File: config.mk
export PLATFORM = sky130hd
export DESIGN_NAME = tvbe_term
export DESIGN_NICKNAME = d
export VERILOG_FILES = /design/src/rtl/core/tvbe_pkg.sv /design/src/rtl/core/tvbe_term.sv
export SDC_FILE = /design/constraint.sdc
export NUM_CORES = 2
export LEC_CHECK = 0
export ABC_AREA = 1
export BUFFER_PORTS_ARGS = -buffer_cell sky130_fd_sc_hd__buf_2
export CAP_MARGIN = 20
export CORE_ASPECT_RATIO = 0.5
export CORE_MARGIN = 2
export CORE_UTILIZATION = 50
export CTS_BUF_LIST = sky130_fd_sc_hd__clkbuf_8
export DETAILED_ROUTE_END_ITERATION = 12
export PLACE_DENSITY = 0.62
export SLEW_MARGIN = 5
export SYNTH_ARGS = -nofsm -noshare
export SYNTH_HDL_FRONTEND = slang
export SYNTH_SLANG_ARGS = --single-unit
export TNS_END_PERCENT = 100
File: constraint.sdc
create_clock -name clock -period 7.8 [get_ports clock]
set_input_delay 0.39 -clock clock [delete_from_list [all_inputs] [get_ports clock]]
set_output_delay 0.39 -clock clock [all_outputs]
set_load 0.01 [all_outputs]
File: src/rtl/core/tvbe_pkg.sv
`timescale 1ns / 1ps
// Shared types, widths and constant tables for the triangle V-system basis evaluator.
// Depends on nothing; every other file in rtl/core imports it.
package tvbe_pkg;

   localparam int COORD_FRAC_BITS = 16;
   localparam int COORD_W = COORD_FRAC_BITS + 1;
   localparam int SHIFT_W = 3;
   localparam int BASIS_W = 32;
   localparam int NUM_BASIS = 9;
   localparam int NUM_REGIONS = 7;
   localparam int COEF_W = 7;
   localparam int KQ_W = 33;
   localparam int LIN_W = COORD_W + 7;
   localparam int PROD_W = LIN_W + KQ_W;
   localparam int ROUND_BASE = 31;
   localparam int SH_W = $clog2(ROUND_BASE + 1);
   localparam int MIN_SHIFT = ROUND_BASE - ((1 << SHIFT_W) - 1);
   localparam int SHIFTED_W = PROD_W - MIN_SHIFT;

   typedef enum logic [2:0] {
      REG_CORNER_U = 3'd0,
      REG_CORNER_V = 3'd1,
      REG_CORNER_W = 3'd2,
      REG_CENTER   = 3'd3,
      REG_HALF_U   = 3'd4,
      REG_HALF_V   = 3'd5,
      REG_HALF_W   = 3'd6
   } region_type;

   typedef enum logic [2:0] {
      K_ONE  = 3'd0,
      K_S2   = 3'd1,
      K_C23  = 3'd2,
      K_C263 = 3'd3,
      K_S8   = 3'd4,
      K_S24  = 3'd5,
      K_S63  = 3'd6,
      K_S6   = 3'd7
   } k_sel_type;

   typedef struct packed {
      logic signed [COEF_W-1:0] a2;
      logic signed [COEF_W-1:0] b2;
      logic signed [COEF_W-1:0] c2;
      logic signed [COEF_W-1:0] d2;
      k_sel_type                k;
   } lin_term_type;

   // Scale constants rounded to nearest in units of 2^-30.
   function automatic logic [KQ_W-1:0] kq_value(input k_sel_type k);
      logic [KQ_W-1:0] q;
      unique case (k)
         K_ONE:   q = 33'd1073741824;
         K_S2:    q = 33'd1518500250;
         K_C23:   q = 33'd1239850262;
         K_C263:  q = 33'd1753413056;
         K_S8:    q = 33'd3037000500;
         K_S24:   q = 33'd5260239169;
         K_S63:   q = 33'd876706528;
         K_S6:    q = 33'd2630119584;
         default: q = 33'd0;
      endcase
      return q;
   endfunction

   function automatic lin_term_type mk_term(input int a, input int b, input int c,
                                            input int d, input k_sel_type k);
      lin_term_type t;
      t.a2 = COEF_W'(a);
      t.b2 = COEF_W'(b);
      t.c2 = COEF_W'(c);
      t.d2 = COEF_W'(d);
      t.k  = k;
      return t;
   endfunction

   localparam lin_term_type TERM_ZERO = mk_term(0, 0, 0, 0, K_ONE);

   // Linear forms in half units per region and basis slot.
   localparam lin_term_type REGION_TAB [NUM_REGIONS][NUM_BASIS] = '{
      '{mk_term(-12, 0, 0, 10, K_S2), mk_term(0, -12, 0, 10, K_S2),
        mk_term(0, 0, -12, 10, K_S2), mk_term(36, 0, 0, -24, K_C23),
        TERM_ZERO, TERM_ZERO,
        mk_term(0, 24, -24, 0, K_ONE), TERM_ZERO, TERM_ZERO},
      '{mk_term(-12, 0, 0, 2, K_S2), mk_term(0, -12, 0, 2, K_S2),
        mk_term(0, 0, -12, 2, K_S2), mk_term(-12, 0, 0, 2, K_C23),
        mk_term(-24, 0, 0, -4, K_C263), TERM_ZERO,
        mk_term(0, -8, 8, 4, K_ONE), mk_term(8, 16, 0, -12, K_S8), TERM_ZERO},
      '{mk_term(-12, 0, 0, 2, K_S2), mk_term(0, -12, 0, 2, K_S2),
        mk_term(0, 0, -12, 2, K_S2), mk_term(-12, 0, 0, 2, K_C23),
        mk_term(-12, 0, 0, 2, K_C263), mk_term(12, 0, 0, -2, K_S8),
        mk_term(0, -8, 8, -4, K_ONE), mk_term(-4, -8, 0, 2, K_S8),
        mk_term(4, 8, 0, -2, K_S24)},
      '{mk_term(-12, 0, 0, 2, K_S2), mk_term(0, -12, 0, 2, K_S2),
        mk_term(0, 0, -12, 2, K_S2), mk_term(-12, 0, 0, 4, K_C23),
        mk_term(-12, 0, 0, 4, K_C263), mk_term(-12, 0, 0, 4, K_S8),
        mk_term(0, -8, 8, 0, K_ONE), mk_term(-4, -8, 0, 4, K_S8),
        mk_term(-4, -8, 0, 4, K_S24)},
      '{mk_term(-12, 0, 0, 6, K_S2), mk_term(0, -12, 0, 6, K_S2),
        mk_term(0, 0, -12, 6, K_S2), mk_term(12, 0, 0, -10, K_C23),
        mk_term(-12, 0, 0, 4, K_S63), mk_term(-12, 0, 0, 4, K_S2),
        mk_term(0, 8, -8, 0, K_ONE), mk_term(-4, -8, 0, 4, K_S2),
        mk_term(-4, -8, 0, 4, K_S6)},
      '{mk_term(-12, 0, 0, 2, K_S2), mk_term(0, -12, 0, 2, K_S2),
        mk_term(0, 0, -12, 2, K_S2), mk_term(-12, 0, 0, 3, K_C23),
        mk_term(-18, 0, 0, 0, K_C263), mk_term(-12, 0, 0, 4, K_S2),
        mk_term(0, -8, 8, 2, K_ONE), mk_term(4, 8, 0, -8, K_S2),
        mk_term(-4, -8, 0, 4, K_S6)},
      '{mk_term(-12, 0, 0, 2, K_S2), mk_term(0, -12, 0, 2, K_S2),
        mk_term(0, 0, -12, 2, K_S2), mk_term(-12, 0, 0, 3, K_C23),
        mk_term(-12, 0, 0, 3, K_C263), mk_term(0, 0, 0, 2, K_S2),
        mk_term(0, -8, 8, -2, K_ONE), mk_term(-8, -16, 0, 6, K_S2),
        mk_term(0, 0, 0, 2, K_S6)}
   };

endpackage

File: src/rtl/core/tvbe_term.sv
`timescale 1ns / 1ps
// One basis slot: exact linear form, registered, then times the rounded scale constant, registered.
// Depends on tvbe_pkg.
module tvbe_term (
   input  logic                                clock,
   input  tvbe_pkg::lin_term_type              term,
   input  logic [tvbe_pkg::COORD_W-1:0]        coord_u,
   input  logic [tvbe_pkg::COORD_W-1:0]        coord_v,
   input  logic [tvbe_pkg::COORD_W-1:0]        coord_w,
   output logic signed [tvbe_pkg::PROD_W-1:0]  prod_ff
);
   import tvbe_pkg::*;

   logic signed [LIN_W-1:0]  u_x;
   logic signed [LIN_W-1:0]  v_x;
   logic signed [LIN_W-1:0]  w_x;
   logic signed [LIN_W-1:0]  lin_in;
   logic signed [LIN_W-1:0]  lin_ff;
   logic [KQ_W-1:0]          kq_in;
   logic [KQ_W-1:0]          kq_ff;
   logic signed [KQ_W:0]     kq_x;
   logic signed [PROD_W:0]   prod_full;
   logic signed [PROD_W-1:0] prod_in;

   always_comb begin
      u_x = $signed(LIN_W'(coord_u));
      v_x = $signed(LIN_W'(coord_v));
      w_x = $signed(LIN_W'(coord_w));
      lin_in = LIN_W'(term.a2) * u_x + LIN_W'(term.b2) * v_x + LIN_W'(term.c2) * w_x
               + (LIN_W'(term.d2) <<< COORD_FRAC_BITS);
      kq_in = kq_value(term.k);
   end

   always_comb begin
      kq_x = $signed({1'b0, kq_ff});
      prod_full = lin_ff * kq_x;
      prod_in = prod_full[PROD_W-1:0];
   end

   always_ff @(posedge clock) begin
      lin_ff <= lin_in;
      kq_ff <= kq_in;
      prod_ff <= prod_in;
   end

endmodule

After elaboration in Yosys (flattened, before gate mapping)
Memories as Yosys holds them, arrays and structs flattened. A register that Yosys moved wholly into a read port is not among the register bits.
Cells that the tools add are included.
W data, S select, Z words.
{ "totals": {"regBits": 114, "romBits": 256, "inputBits": 83, "out_inout_bits": 57, "wordCells": 11, "n_memories": 1} }
{ "op_classes": {"addsub": 3, "mul": 4} }
{ "memory_table": {"columns": ["name", "words", "word_bits", "read_ports", "rd_ports_with_merged_regs", "write_ports", "line_no", "text"], "rows": [
  ["(no name shown)", 8, 32, 1, 1, 0, "tvbe_pkg.sv:53", "unique case (k)"]
]} }
{ "ops": {"columns": ["operator", "count"], "rows": [
  ["$mul A7 B18 Y24", 3],
  ["$mul A24 B34 Y57", 1],
  ["$add A24 B24 Y24", 2],
  ["$add A24 B23 Y24", 1]
]} }

Logic depth before layout (Yosys ltp)
{ "logic_depth": {"depth_word": 4, "ltp_mapped": 30} }

Worst setup path before layout
Ideal clock, no wire load.
{ "synth_path": {"kind": "input to register", "start": "input term[27] in the netlist's numbering", "end": "register lin_ff[17]", "setup_time_ps": 127, "arrival_time_ps": 5712, "t_required_ps": 7673, "path_slack_ps": 1961, "cell_stages": 22, "cell_sequence": "clkbuf_1 -> clkbuf_1 -> nand2_1 -> fa_1 -> inv_1 -> fa_1 -> fa_1 -> inv_1 -> fa_1 -> inv_1 -> fa_1 -> inv_1 -> fa_1 -> fa_1 -> inv_1 -> ha_1 -> a21oi_1 -> o21a_1 -> nor2_1 -> nor2_1 -> o21ai_0 -> xor2_1"} }
{ "synth_between": {"elab_chain_len": 4} }
{ "synth_rtl": {"columns": ["item", "line_no", "text"], "rows": [
  ["start, declared", "tvbe_term.sv:6", "input tvbe_pkg::lin_term_type term,"],
  ["$mul A7 B18 Y24", "tvbe_term.sv:29", "lin_in = LIN_W'(term.a2) * u_x + LIN_W'(term.b2) * v_x + LIN_W'(term.c2) * w_x"],
  ["$add A24 B24 Y24 (2 in series)", "tvbe_term.sv:29", null],
  ["$add A24 B23 Y24", "tvbe_term.sv:30", "+ (LIN_W'(term.d2) <<< COORD_FRAC_BITS);"],
  ["via lin_in[17]", "tvbe_term.sv:17", "logic signed [LIN_W-1:0] lin_in;"],
  ["end signal, assigned", "tvbe_term.sv:41", "lin_ff <= lin_in;"],
  ["end, declared", "tvbe_term.sv:18", "logic signed [LIN_W-1:0] lin_ff;"]
]} }
The timed path passes the listed nets, and every way through them passes these cells.

Worst setup path in the final report
{ "layout_path": {"start": "register lin_ff[0]", "end": "register prod_ff[39] in the netlist's numbering"} }
{ "layout_between": {"elab_chain_len": 1} }
{ "layout_rtl": {"columns": ["item", "line_no", "text"], "rows": [
  ["$mul A24 B34 Y57", "tvbe_term.sv:36", "prod_full = lin_ff * kq_x;"],
  ["via prod_full[39]", "tvbe_term.sv:22", "logic signed [PROD_W:0] prod_full;"],
  ["end signal, assigned", "tvbe_term.sv:43", "prod_ff <= prod_in;"],
  ["end, declared", "tvbe_term.sv:10", "output logic signed [tvbe_pkg::PROD_W-1:0] prod_ff"]
]} }
The timed path passes the listed nets, and every way through them passes these cells.

==> flow_metrics.py <==
metrics = {
    "outcome": {
        "status": "completed",
    },
    "sta": {
        "tightestPinTransition_ns": 1.03,
        "relSlewSlack_pct": 31.3,
        "min_period_ns": 7.24,
        "drv_slew": 0,
        "hold_violations": 0,
        "rsz0062_at_grt": "no",
        "setup_viol": 0,
        "fin_skew_ns": 0.0151,
        "max_freq_mhz": 138,
        "finalCritPeriodShare_pct": 92.8,
        "finalSetupTns_ns": 0,
    },
    "critical_path": {
        "cp.arrival_ns": 7.58,
        "rrSetupSlack_ns": 0.56,
        "worst_path_most_repeated_cell": "fa_1",
        "path_class": "register to register",
        "cp_top_family": "adder cells",
        "startpoint_type": "register",
        "cp_slowest_cell": "dfxtp_1",
        "crit_chain": "nand2_1 > inv_1 > fa_1 > fa_1 > inv_1 > fa_1 > fa_1 > inv_1 > fa_1 > fa_1 > inv_1 > fa_1 > inv_1 > ha_1 > nand2_1 > nor2_1 > nand2_1 > nor2_2 > nand3_1 > nand4_1 > nand2_1",
        "worstPathMaxFanout": 21,
        "required_ns": 8.15,
        "crit_path_end_kind": "register",
        "cpPeakStageDelay_ns": 1.02,
        "path_buf_inv": 5,
    },
    "synth": {
        "mappedNetlistArea_um2": 41700,
        "synth_top_area_cell": "fa_1",
        "ys_warn_count": 0,
        "syn_inst": 5362,
        "yosysUniqueCellTypes": 37,
        "synth-seq-cells": 107,
        "synthTopCellsByArea": "fa_1 47%, inv_1 17%, nand2_1 13%, ha_1 11%, dfxtp_1 5.1%",
        "synth.avg_cell_area_um2": 7.78,
        "synth_top_cell_area_share_pct": 46.6,
        "yosysSeqAreaShare_pct": 5.14,
        "synth_nets": 6769,
    },
    "worst_hold_path": {
        "hp-class": "input port to register",
    },
    "cts": {
        "postCtsSetupBuffers": 0,
        "ctsHoldBuffers": 0,
        "clk_latency_ns": 0.48,
        "cts_tree": "yes",
        "cts_resized": 0,
        "cts_sinks": 107,
        "cts_max_level": 3,
        "clkTransAtPathRegs_ns": 0.15,
        "cts_buffers": 9,
        "cts_buffer_depth": 2,
        "cts_root_buf": "clkbuf_8",
    },
    "routing": {
        "dr.pass1.iters": 6,
        "drt_iter0_drc": 2793,
        "wl_um": 130000,
        "wire_per_inst_um": 19.9,
        "drc_errors": 0,
        "drtAntennaViolNets": 0,
        "via_per_inst": 5.00,
        "vias": 32700,
    },
    "floorplan": {
        "coreArea_um2": 82100,
        "ios": 140,
        "placementRows": 74,
        "die_x_um": 412,
        "initial_core_util_pct": 50.8,
        "die-area_um2": 85900,
        "die_y_um": 208,
    },
    "final_layout": {
        "nFillCells": 7922,
        "syn_to_final_growth_pct": 5.78,
        "antenna_cells": 0,
        "nets": 6850,
        "multi_input_area_um2": 32000,
        "layout-drive-gt1-share_pct": 6.22,
        "ff_latch_area_um2": 2140,
    },
    "grt": {
        "grt_max_degree": 28,
        "grt_pass1_wl_um": 202000,
        "grt_pass1_vias": 34400,
        "grt-ovfl-total": 0,
        "grtUsageTotal_pct": 31.5,
        "antenna_found_initial": 11,
    },
    "place": {
        "dp_hpwl_um": 117000,
        "place.gp.congestion": 0.977,
        "portBuffers": 139,
    },
    "flow_run": {
        "cap_violations": 0,
    },
}
[worst paths after layout]
check                             end  cells past startpoint            startpoint
setup / recovery  prod_ff[39]$_DFF_P_                     21     lin_ff[0]$_DFF_P_
hold / removal    kq_ff[9]$_SDFF_PN0_                      2               term[0]
setup reg to reg  prod_ff[39]$_DFF_P_                     21     lin_ff[0]$_DFF_P_
hold reg to reg    prod_ff[0]$_DFF_P_                      3  kq_ff[19]$_SDFF_PN0_
[synthesized netlist by cell type, drive strengths merged]
cell type / number
and3b: 1
a31oi: 3
clkbuf: 164
and2: 8
a21boi: 6
clkinv: 1
nor3: 12
ha: 353
nand2: 1423
xnor2: 22
nand3: 60
o21a: 4
nand3b: 2
buf: 1
o21ai: 29
or2: 37
xor2: 38
nor2: 162
and3: 4
dfxtp: 107
inv: 1858
nand4: 28
o21bai: 7
fa: 971
nor4: 2
a21oi: 59
[sequential cells by signal, indices dropped and copies added, names as in the netlist]
| name | flops |
|---|---|
| lin_ff | 24 |
| kq_ff | 26 |
| prod_ff | 57 |
[cells by family after synthesis]
family / count (synthesis) / synth area share, %
and+or+nand+nor: 1739 / 16.7
xor gates and xnor gates: 60 / 1.26
DFF: 107 / 5.14
buffers and inverters: 2024 / 18.2
adders and majority gates: 1324 / 57.2
AOI/OAI and AO/OA: 108 / 1.43
[placed cells by master, fill, tap and decap left out, types with 18 or more instances in the layout]
master / n
a21oi_1: 59
buf_2: 139
buf_4: 95
dfxtp_1: 106
fa_1: 971
ha_1: 353
inv_1: 1857
nand2_1: 1405
nand2_2: 18
nand3_1: 54
nand4_1: 28
nor2_1: 146
o21ai_0: 28
or2_2: 36
xnor2_1: 22
xor2_1: 38
[routing by layer]
layer  global-route usage, %  vias to the layer above  share of wire, %
met2                    50.0                     1235                45
li1                        -                    14900                 -
met4                    7.07                       12               2.3
met5                       0                        -             0.061
met3                    6.19                      155               8.8
met1                    44.8                    16400                43
[per-stage QoR]
stage | cell area [um2] | cells | hold WS, ns | util [%] | setup slack [ns]
after floorplan | 41700 | 5362 | 0.462 | - | 1.96
after global placement | 43900 | 6534 | 0.652 | 53.4 | 0.577
after detailed placement | 43900 | 6534 | 0.672 | 53.4 | 0.603
after CTS | 44100 | 6550 | 0.150 | 53.7 | 0.616
after global routing | 44100 | 6550 | 0.182 | 53.7 | 0.311
final | 44100 | 6550 | 0.180 | 53.7 | 0.565
[cell type report]
cell class                 instances  area share, %
timing repair buffer             235           3.24
tap                             1102           3.13
sequential                       107           4.86
clock buffer                       9          0.281
inverter                        1859           15.8
multi-input combinational       3231           72.5
clock inverter                     7          0.218
Power is not shown: default switching activity piles up to over one toggle a cycle in this logic, so the estimate is an artifact.
