`src/rtl/core/tvbe_pkg.sv`:
```
`timescale 1ns / 1ps
// Shared types, widths and constant tables for the triangle V-system basis evaluator.
// Depends on nothing; every other file in rtl/core imports it.
package tvbe_pkg;

   localparam int COORD_FRAC_BITS = 16;
   localparam int COORD_W = COORD_FRAC_BITS + 1;
   localparam int SHIFT_W = 3;
   localparam int BASIS_W = 32;
   localparam int NUM_BASIS = 9;
   localparam int NUM_REGIONS = 7;
   localparam int COEF_W = 7;
   localparam int KQ_W = 33;
   localparam int LIN_W = COORD_W + 7;
   localparam int PROD_W = LIN_W + KQ_W;
   localparam int ROUND_BASE = 31;
   localparam int SH_W = $clog2(ROUND_BASE + 1);
   localparam int MIN_SHIFT = ROUND_BASE - ((1 << SHIFT_W) - 1);
   localparam int SHIFTED_W = PROD_W - MIN_SHIFT;

   typedef enum logic [2:0] {
      REG_CORNER_U = 3'd0,
      REG_CORNER_V = 3'd1,
      REG_CORNER_W = 3'd2,
      REG_CENTER   = 3'd3,
      REG_HALF_U   = 3'd4,
      REG_HALF_V   = 3'd5,
      REG_HALF_W   = 3'd6
   } region_type;

   typedef enum logic [2:0] {
      K_ONE  = 3'd0,
      K_S2   = 3'd1,
      K_C23  = 3'd2,
      K_C263 = 3'd3,
      K_S8   = 3'd4,
      K_S24  = 3'd5,
      K_S63  = 3'd6,
      K_S6   = 3'd7
   } k_sel_type;

   typedef struct packed {
      logic signed [COEF_W-1:0] a2;
      logic signed [COEF_W-1:0] b2;
      logic signed [COEF_W-1:0] c2;
      logic signed [COEF_W-1:0] d2;
      k_sel_type                k;
   } lin_term_type;

   // Scale constants rounded to nearest in units of 2^-30.
   function automatic logic [KQ_W-1:0] kq_value(input k_sel_type k);
      logic [KQ_W-1:0] q;
      unique case (k)
         K_ONE:   q = 33'd1073741824;
         K_S2:    q = 33'd1518500250;
         K_C23:   q = 33'd1239850262;
         K_C263:  q = 33'd1753413056;
         K_S8:    q = 33'd3037000500;
         K_S24:   q = 33'd5260239169;
         K_S63:   q = 33'd876706528;
         K_S6:    q = 33'd2630119584;
         default: q = 33'd0;
      endcase
      return q;
   endfunction

   function automatic lin_term_type mk_term(input int a, input int b, input int c,
                                            input int d, input k_sel_type k);
      lin_term_type t;
      t.a2 = COEF_W'(a);
      t.b2 = COEF_W'(b);
      t.c2 = COEF_W'(c);
      t.d2 = COEF_W'(d);
      t.k  = k;
      return t;
   endfunction

   localparam lin_term_type TERM_ZERO = mk_term(0, 0, 0, 0, K_ONE);

   // Linear forms in half units per region and basis slot.
   localparam lin_term_type REGION_TAB [NUM_REGIONS][NUM_BASIS] = '{
      '{mk_term(-12, 0, 0, 10, K_S2), mk_term(0, -12, 0, 10, K_S2),
        mk_term(0, 0, -12, 10, K_S2), mk_term(36, 0, 0, -24, K_C23),
        TERM_ZERO, TERM_ZERO,
        mk_term(0, 24, -24, 0, K_ONE), TERM_ZERO, TERM_ZERO},
      '{mk_term(-12, 0, 0, 2, K_S2), mk_term(0, -12, 0, 2, K_S2),
        mk_term(0, 0, -12, 2, K_S2), mk_term(-12, 0, 0, 2, K_C23),
        mk_term(-24, 0, 0, -4, K_C263), TERM_ZERO,
        mk_term(0, -8, 8, 4, K_ONE), mk_term(8, 16, 0, -12, K_S8), TERM_ZERO},
      '{mk_term(-12, 0, 0, 2, K_S2), mk_term(0, -12, 0, 2, K_S2),
        mk_term(0, 0, -12, 2, K_S2), mk_term(-12, 0, 0, 2, K_C23),
        mk_term(-12, 0, 0, 2, K_C263), mk_term(12, 0, 0, -2, K_S8),
        mk_term(0, -8, 8, -4, K_ONE), mk_term(-4, -8, 0, 2, K_S8),
        mk_term(4, 8, 0, -2, K_S24)},
      '{mk_term(-12, 0, 0, 2, K_S2), mk_term(0, -12, 0, 2, K_S2),
        mk_term(0, 0, -12, 2, K_S2), mk_term(-12, 0, 0, 4, K_C23),
        mk_term(-12, 0, 0, 4, K_C263), mk_term(-12, 0, 0, 4, K_S8),
        mk_term(0, -8, 8, 0, K_ONE), mk_term(-4, -8, 0, 4, K_S8),
        mk_term(-4, -8, 0, 4, K_S24)},
      '{mk_term(-12, 0, 0, 6, K_S2), mk_term(0, -12, 0, 6, K_S2),
        mk_term(0, 0, -12, 6, K_S2), mk_term(12, 0, 0, -10, K_C23),
        mk_term(-12, 0, 0, 4, K_S63), mk_term(-12, 0, 0, 4, K_S2),
        mk_term(0, 8, -8, 0, K_ONE), mk_term(-4, -8, 0, 4, K_S2),
        mk_term(-4, -8, 0, 4, K_S6)},
      '{mk_term(-12, 0, 0, 2, K_S2), mk_term(0, -12, 0, 2, K_S2),
        mk_term(0, 0, -12, 2, K_S2), mk_term(-12, 0, 0, 3, K_C23),
        mk_term(-18, 0, 0, 0, K_C263), mk_term(-12, 0, 0, 4, K_S2),
        mk_term(0, -8, 8, 2, K_ONE), mk_term(4, 8, 0, -8, K_S2),
        mk_term(-4, -8, 0, 4, K_S6)},
      '{mk_term(-12, 0, 0, 2, K_S2), mk_term(0, -12, 0, 2, K_S2),
        mk_term(0, 0, -12, 2, K_S2), mk_term(-12, 0, 0, 3, K_C23),
        mk_term(-12, 0, 0, 3, K_C263), mk_term(0, 0, 0, 2, K_S2),
        mk_term(0, -8, 8, -2, K_ONE), mk_term(-8, -16, 0, 6, K_S2),
        mk_term(0, 0, 0, 2, K_S6)}
   };

endpackage

```
`src/rtl/core/tvbe_classify.sv`:
```
`timescale 1ns / 1ps
// Region classifier: picks the subtriangle or half-coordinate boundary of a point.
// Depends on tvbe_pkg.
module tvbe_classify (
   input  logic [tvbe_pkg::COORD_W-1:0] coord_u,
   input  logic [tvbe_pkg::COORD_W-1:0] coord_v,
   input  logic [tvbe_pkg::COORD_W-1:0] coord_w,
   output tvbe_pkg::region_type         region
);
   import tvbe_pkg::*;

   localparam logic [COORD_W-1:0] HALF = COORD_W'(1) << (COORD_FRAC_BITS - 1);

   always_comb begin
      priority if (coord_u > HALF) begin
         region = REG_CORNER_U;
      end else if (coord_v > HALF) begin
         region = REG_CORNER_V;
      end else if (coord_w > HALF) begin
         region = REG_CORNER_W;
      end else if (coord_u < HALF && coord_v < HALF && coord_w < HALF) begin
         region = REG_CENTER;
      end else if (coord_u == HALF) begin
         region = REG_HALF_U;
      end else if (coord_v == HALF) begin
         region = REG_HALF_V;
      end else begin
         region = REG_HALF_W;
      end
   end

endmodule

```
`config.mk`:
```
export PLATFORM = sky130hd
export DESIGN_NAME = tvbe_classify
export DESIGN_NICKNAME = d
export VERILOG_FILES = /design/src/rtl/core/tvbe_pkg.sv /design/src/rtl/core/tvbe_classify.sv
export SDC_FILE = /design/constraint.sdc
export NUM_CORES = 1
export LEC_CHECK = 0
export ABC_AREA = 1
export BUFFER_PORTS_ARGS = -buffer_cell sky130_fd_sc_hd__buf_2
export CORE_AREA = 2 2 39 41
export DETAILED_ROUTE_END_ITERATION = 10
export DIE_AREA = 0 0 41 43
export GPL_ROUTABILITY_DRIVEN = 0
export PLACE_DENSITY_LB_ADDON = 0.05
export SLEW_MARGIN = 20
export SYNTH_ARGS = -nofsm -noshare
export SYNTH_HDL_FRONTEND = slang
export SYNTH_SLANG_ARGS = --single-unit
```
`constraint.sdc`:
```
create_clock -name vclk -period 2.1
set_input_delay 0.315 -clock vclk [all_inputs]
set_output_delay 0.315 -clock vclk [all_outputs]
set_load 0.005 [all_outputs]
```
# After elaboration in Yosys (flattened, before gate mapping)
# Cells that the tools add are included.
# word_totals
register_bits	0
# classes
mux	6
order_cmp	6
n_eq_ne	2
reduce_logical	2
# op_table
operator	count
17-bit by 16-bit > comparator with 1-bit output, second input constant	3
17-bit by 16-bit < comparator with 1-bit output, second input constant	3
17-bit by 16-bit == test with 1-bit output, second input constant	2
3-bit two-way mux	4
2-bit two-way mux	2
1-bit logical AND	2

# Depth between registers and ports, before layout
# Gate-level depths: netlist (run 1).
# depth
word_depth	7
ltp_mapped	9
ltp_nobuf	9

# Least setup slack after synthesis (run 1)
# No wires, ideal clock.
# synth_path
path_type	input port to output port
from	input port coord_v[0] (netlist name)
to	output port region[1]
required_ps	1785
path_buffers	0
setup_slack_ps	702
t_arrival_ps	1083
cell_stages	6
cell_sequence	or2_1 nor2_2 nand2_1 or2_0 a21oi_1 nor2_1
# synth_between
elab_chain_len	7
word_cells_on_any_way	11
classes_between	order compare (2); eq/ne (1); mux (6); reduce/logical (2)
# synth_rtl
item	line	rtl
start: declaration	tvbe_classify.sv:6	input logic [tvbe_pkg::COORD_W-1:0] coord_v,
17-bit by 16-bit < comparator with 1-bit output / 17-bit by 16-bit == test with 1-bit output (equally long branches)	tvbe_classify.sv:21, tvbe_classify.sv:25	
1-bit logical AND / 2-bit two-way mux (equally long branches)	tvbe_classify.sv:21, tvbe_classify.sv:25	
1-bit logical AND / 2-bit two-way mux (equally long branches)	tvbe_classify.sv:21, tvbe_classify.sv:23	
3-bit two-way mux	tvbe_classify.sv:21	end else if (coord_u < HALF && coord_v < HALF && coord_w < HALF) begin
3-bit two-way mux	tvbe_classify.sv:19	end else if (coord_w > HALF) begin
3-bit two-way mux *	tvbe_classify.sv:17	end else if (coord_v > HALF) begin
3-bit two-way mux *	tvbe_classify.sv:15	priority if (coord_u > HALF) begin
end: declaration	tvbe_classify.sv:8	output tvbe_pkg::region_type region
# Every way passes the cells marked *; elsewhere a longest branch is shown, timed or not.

# Worst setup path after layout (run 1)
# Same ends and word-level chain as after synthesis.

==> results_dict.tcl, run 1 <==
set metrics [dict create \
    post_drt_via_cell_ratio 4.20 \
    fmax_mhz 615 \
    timing.hold.ws_ns 1.03 \
    multi_input_area_um2 274 \
    nFlopsAndLatches 0 \
    seq_area_um2 0 \
    final_util_pct 42.1 \
    final_cells 139 \
    fin_crit_sh_pct 77.4 \
    drv_cap 0 \
    portBuffers 54 \
    fin_area_um2 583 \
    worst_path_max_delay_cell "or2_1" \
    synth_top_family_by_area "simple AND/OR/NAND/NOR gates" \
    ctsResizeCount 0 \
    critPathMaxFanout 2 \
    synthAdderAreaFrac_pct 0 \
    nNetsFinal 176 \
    drc_errors 0 \
    grt_pass1_wl_um 1480 \
    synthMostInstantiatedCell "nor2_1" \
    synth_cell_types 15 \
    postSynthCellCount 69 \
    timing.setup.critical_path_class "input pin to primary output" \
    yosys_warnings 0 \
    ys_seq_area_share_pct 0 \
    power_leakage_nw 0.337 \
    die_y_um 43 \
    pin_count 54 \
    place_area_um2 583 \
    synth_nets 120 \
    netlist_top_cells_count "nor2_1 (33), nand2_1 (16), inv_1 (4)" \
    wl_um 931 \
    finalHoldViolations 0 \
    tightest_slew_ns 0.171 \
    hp-class "input pin to primary output" \
    rsz0062_at_grt "no" \
    grt_max_degree 5 \
    cp_top_family "simple AND/OR/NAND/NOR gates" \
    n_fill_cell 168 \
    cp_cell_sequence "buf_2 -> or2_1 -> nor2_2 -> nand2_1 -> or2_0 -> a21oi_1 -> nor2_1 -> buf_2" \
    synthMuxAreaShare_pct 0 \
    vdd_drop_max_uv 44.2 \
    grt-ovfl-total 0 \
    synth_top_area_share_pct 42.3 \
    cts_setup_buffers 0 \
    vias 584 \
    area_growth_pct 99.1 \
    clkbuf_count 0 \
    syn_area_per_cell_um2 4.24 \
    dp_hpwl_um 887 \
    ys_top_cells_by_area "nor2_1 (42%), nand2_1 (21%), inv_1 (5.1%), nand3b_1 (5.1%), nand4_1 (4.3%)" \
    period_minus_slack_ns 1.63 \
    finalSetupViolations 0 \
    drtIter0Drc 8 \
    die_w_um 41 \
    wl_per_cell_um 6.70 \
    synthSimpleGateAreaFrac_pct 85.9 \
    netlist_area_um2 293 \
    core.rowCount 14 \
    drive_above_1_share_pct 45.5 \
    power_density_nw_per_um2 127 \
    ant_nets 0 \
    cp-start-kind "input pin" \
    outcome "finished, final reports clean" \
    grt_antenna_before_repair 0 \
    dieArea_um2 1760 \
    cp.arrival_ns 1.31 \
    cp.required_ns 1.78 \
    crit_path_frequent_cell "buf_2" \
    tns_ns 0 \
    initial_core_util_pct 21.2 \
    crit_buf_inv 2 \
    cp-end-kind "primary output" \
    first_global_vias 462 \
    synth_compound_area_share_pct 7.69 \
    gr-usage-all-layers_pct 10.8 \
    slowest_delay_ns 0.22 \
    hold_buffers 0 \
    core_area_um2 1380 \
    drv_slew 0 \
    synth_area_leader_cell "nor2_1" \
    synth-xor-area-share_pct 0 \
    dpl.cell_count 139 \
    firstDrtPassIters 4 \
    slew_headroom_pct 88.6 \
    n_antenna_cell 0 \
]
power by group:
part	switching, W	internal, W
Sequential	0	0
Clock	0	0
Combinational	0.0000288	0.0000454
metrics by stage:
stage          power (W)  setup slack, ns
2_1_floorplan  0.0000230            0.702
3_3_place_gp   0.0000737            0.456
3_5_place_dp   0.0000751            0.460
4_1_cts        0.0000754            0.455
5_1_grt        0.0000871            0.329
6_report       0.0000742            0.474
metal layers:
layer | GRT usage, % | routed length, um
met5 | 0 | 0
met4 | 0 | 0
met3 | 0 | 119
met2 | 22.8 | 434
met1 | 11.1 | 377
path summary, 6_finish.rpt:
path                     from   endpoint  slack (ns)  cells past startpoint
setup / recovery   coord_v[0]  region[1]        0.47                      8
hold / removal    coord_v[16]  region[2]        1.03                      5
cell usage in the layout, fill, tap and decap left out, types with 2 or more instances in the layout:
cell,synthesis,final
a21oi_1,2,2
buf_2,0,54
inv_1,4,4
nand2_1,16,16
nand3_1,2,2
nand3b_1,2,2
nand4_1,2,2
nor2_1,33,33
cell families (layout without fill, tap and decap cells):
family / after synthesis / after routing
simple gates: 60 / 60
buf+inv: 5 / 59
compound gates: 4 / 4
final cells by class:
class              count  area share [%]
inverters              5            3.22
well taps             16            3.43
repair buffers        54            46.4
multi-input cells     64            47.0
No activity file was read; power rests on OpenSTA's default activity.
==> run 2: changes to the inputs <==
Clock period 2.1 ns to 1.3 ns, I/O delays scaled along.
==> run 2 against run 1 <==
Compared with the run above: the run now ends with negative setup slack left; via count increased by 2.6%; cell area is 15% higher; combinational power is 95% higher; non-clock buffer count up 1; die area unchanged; final cell count up 0.72%; wire length grew 7.1%; first-iteration DRC count down 100%; global-route usage rose by 1.4 points; sequential share of layout area unchanged; largest power group unchanged; count of clock-buffer cells in the layout unchanged; total power increased by 95%.
==> results_dict.tcl, run 2 (synthesis gave the netlist of run 1 again) <==
set metrics [dict create \
    grt-ovfl-total 0 \
    first_global_vias 513 \
    mostFrequentLayoutCell "buf_2" \
    post_drt_via_cell_ratio 4.28 \
    dp_hpwl_um 911 \
    violations "negative setup slack" \
    power_leakage_nw 0.356 \
    power_density_nw_per_um2 216 \
    vias 599 \
    grt-busiest-layer "met2" \
    ant_nets 0 \
    drv_cap 0 \
    drv_slew 0 \
    area_growth_pct 129 \
    cp-start-kind "input pin" \
    die_w_um 41 \
    layout_common_cells "buf_2 (48), nor2_1 (26), nand2_1 (15), nor2_2 (7), buf_6 (6)" \
    tightest_slew_ns 0.182 \
    portBuffers 54 \
    fin_crit_sh_pct 106 \
    power.share.clock_pct 0 \
    grt_pass1_wl_um 1660 \
    nNetsFinal 177 \
    timing.final.ws_setup_ns -0.0717 \
    cp.required_ns 1.11 \
    p_switching_w 0.0000545 \
    wl_um 997 \
    final_cells 140 \
    cp.arrival_ns 1.18 \
    hp-class "input pin to primary output" \
    grtUsageMet2_pct 24.7 \
    power_frac_comb_pct 100.0 \
    p_int_w 0.0000901 \
    pin_count 54 \
    grt.met1_usage_pct 12.3 \
    nFlopsAndLatches 0 \
    met3_usage_pct 1.57 \
    drive_above_1_share_pct 55.6 \
    finalHoldViolations 0 \
    initial_core_util_pct 21.2 \
    slew_headroom_pct 87.8 \
    pwr-share-seq_pct 0 \
    firstDrtPassIters 1 \
    dpl.cell_count 140 \
    finalSetupViolations 2 \
    drtIter0Drc 0 \
    wl_per_cell_um 7.12 \
    gr-usage-all-layers_pct 12.2 \
    vdd_drop_max_uv 103 \
    seq_area_um2 0 \
    finalPower_w 0.000145 \
    p_sw_share_pct 37.7 \
    core_area_um2 1380 \
    rsz0062_at_grt "yes" \
    period_minus_slack_ns 1.37 \
    core.rowCount 14 \
    clkbuf_count 0 \
    critPathMaxFanout 2 \
    hold_buffers 0 \
    grt_antenna_before_repair 0 \
    n_antenna_cell 0 \
    outcome "complete, but fails checks" \
    drc_errors 0 \
    dieArea_um2 1760 \
    timing.setup.critical_path_class "input pin to primary output" \
    grt_max_degree 5 \
    holdPathStages 4 \
    fmax_mhz 729 \
    cp-end-kind "primary output" \
    die_y_um 43 \
]
-- run 2: cell count changes in the layout (fill, tap and decap cells not counted), sizes merged --
cell	change
buf	+1
-- run 2: per-layer routing --
metal,share of wire [%],wire length [um]
met5,0,0
met4,0,0
met3,12,122
met2,51,506
met1,37,367
-- run 2: final cells by class --
class	count	area, um2
Timing Repair Buffer	55	315
Tap cell	16	20.0
Inverter	5	18.8
Fill cell	168	713
Multi-Input combinational cell	64	317
-- run 2: critical path, cell delays in order --
cell     delay, ns
buf_6         0.08
or2_1         0.22
nor2_2        0.10
nand2_1       0.07
or2_0         0.20
a21oi_1       0.15
nor2_1        0.05
buf_2         0.12
-- run 2: worst paths after layout --
kind / from / end / slack (ns)
min: coord_v[15] / region[0] / 0.82
max: coord_v[0] / region[1] / -0.07
-- run 2: per-stage QoR --
stage               setup TNS (ns)  setup WS, ns  area [um2]  hold WS (ns)  utilization (%)
detailed placement          -0.203        -0.112         591         0.814             42.7
global placement            -0.224        -0.104         591         0.817             42.7
finish                      -0.136       -0.0717         671         0.823             48.5
floorplan                        0         0.142         293         0.549                -
CTS                         -0.136       -0.0640         597         0.815             43.1
global route                -0.371        -0.153         671         0.856             48.5
-- run 2: timing repair --
item | in CTS | in global routing
resized for setup | 1 | 18
buffers inserted | 0 | 0
pin swaps | 2 | 12
endpoints found under the setup margin | 3 | 3
cloned | 0 | 0
hold endpoints to repair | 0 | 0
-- run 2: power by group through the flow --
| stage | Combinational (W) | Sequential, W | Clock (W) |
|---|---|---|---|
| final | 0.000145 | 0 | 0 |
| after global routing | 0.000165 | 0 | 0 |
| after CTS | 0.000126 | 0 | 0 |
| after detailed placement | 0.000123 | 0 | 0 |
| after global placement | 0.000121 | 0 | 0 |
| after floorplan | 0.0000371 | 0 | 0 |
==> run 3: changes to the inputs <==
Settings changed: BUFFER_PORTS_ARGS -buffer_cell sky130_fd_sc_hd__buf_2 to not set, DONT_BUFFER_PORTS set to 1.
Clock period 1.3 ns to 1.53 ns, I/O delays scaled along.
==> run 3 against run 2 <==
Compared with the run above: the flow now finishes without violations; worst setup slack improved by 0.31 ns; total power fell by 76%; non-clock buffer count fell by 55; via count fell by 33%.
==> results_dict.tcl, run 3 (synthesis gave the netlist of run 1 again) <==
set metrics [dict create \
    gr-usage-all-layers_pct 8.89 \
    ctsResizeCount 0 \
    seq_area_um2 0 \
    grt_max_degree 5 \
    initial_core_util_pct 21.2 \
    p_sw_share_pct 52.3 \
    layout_common_cells "nor2_1 (33), nand2_1 (16), inv_1 (4)" \
    tightest_slew_ns 0.172 \
    place_area_um2 313 \
    die_w_um 41 \
    dp_hpwl_um 760 \
    dieArea_um2 1760 \
    tns_ns 0 \
    drv_slew 0 \
    timing.setup.critical_path_class "input pin to primary output" \
    timing.hold.ws_ns 0.653 \
    firstDrtPassIters 4 \
    dpl.cell_count 85 \
    cp_top_family "simple AND/OR/NAND/NOR gates" \
    pin_count 54 \
    fmax_mhz 773 \
    slowest_delay_ns 0.22 \
    n_antenna_cell 0 \
    period_minus_slack_ns 1.29 \
    grt-ovfl-total 0 \
    wl_per_cell_um 9.05 \
    vias 400 \
    core_area_um2 1380 \
    timing.final.ws_setup_ns 0.237 \
    cp.arrival_ns 1.06 \
    hp-class "input pin to primary output" \
    die_y_um 43 \
    cp-end-kind "primary output" \
    rsz0062_at_grt "no" \
    p_switching_w 0.0000185 \
    clkbuf_count 0 \
    fin_crit_sh_pct 84.5 \
    finalHoldViolations 0 \
    core.rowCount 14 \
    outcome "finished, final reports clean" \
    portBuffers 0 \
    vdd_drop_max_uv 22.9 \
    drv_cap 0 \
    fin_area_um2 313 \
    cp.required_ns 1.30 \
    cts_setup_buffers 0 \
    drtIter0Drc 5 \
    crit_buf_inv 0 \
    hold_buffers 0 \
    cp_cell_sequence "or2_1 -> nor2_2 -> nand2_1 -> nor2_1 -> nand2_1 -> nand2_1 -> nand2_1 -> a21oi_1" \
    finalSetupViolations 0 \
    area_growth_pct 6.84 \
    pwr-share-seq_pct 0 \
    wl_um 769 \
    cp-start-kind "input pin" \
    grt_antenna_before_repair 0 \
    nNetsFinal 122 \
    power_leakage_nw 0.120 \
    power_density_nw_per_um2 113 \
    grt_pass1_wl_um 1190 \
    slew_headroom_pct 88.4 \
    power_frac_comb_pct 100.0 \
    final_cells 85 \
    first_global_vias 360 \
    worst_path_max_delay_cell "or2_1" \
    power.share.clock_pct 0 \
    nFlopsAndLatches 0 \
    ant_nets 0 \
    drc_errors 0 \
    p_int_w 0.0000169 \
    place_ws_ns 0.223 \
    post_drt_via_cell_ratio 4.71 \
    crit_path_frequent_cell "nand2_1" \
    critPathMaxFanout 2 \
    drive_above_1_share_pct 2.90 \
    mostFrequentLayoutCell "nor2_1" \
]
## run 3: cell count changes in the layout (fill, tap and decap cells not counted), sizes merged
cell  delta
buf     -55
## run 3: power by group through the flow
stage                     clock network [W]  logic [W]  registers (W)
after floorplan                           0  0.0000315              0
after global placement                    0  0.0000361              0
after detailed placement                  0  0.0000364              0
after CTS                                 0  0.0000365              0
after global routing                      0  0.0000441              0
final                                     0  0.0000354              0
## run 3: cell type report
type                       instances  area [um2]
multi-input combinational         64         274
tap                               16        20.0
inverter                           5        18.8
fill                             176        1070
## run 3: final timing paths
path               startpoint        end  slack, ns  cells past startpoint
hold / removal    coord_v[16]  region[2]       0.65                      3
setup / recovery   coord_v[0]  region[0]       0.24                      8
## run 3: stage by stage
step	util, %	power, W
after floorplan	-	0.0000315
after global placement	22.6	0.0000361
after detailed placement	22.6	0.0000364
after CTS	22.6	0.0000365
after global routing	22.6	0.0000441
final	22.6	0.0000354
## run 3: routing by layer
layer	vias to the layer above	global-route usage (%)	routed length, um	part of all wire (%)
met3	0	0	100	13
met4	0	0	0	0
met1	157	9.18	272	35
met2	28	18.8	395	51
met5	-	0	0	0
li1	215	-	-	-
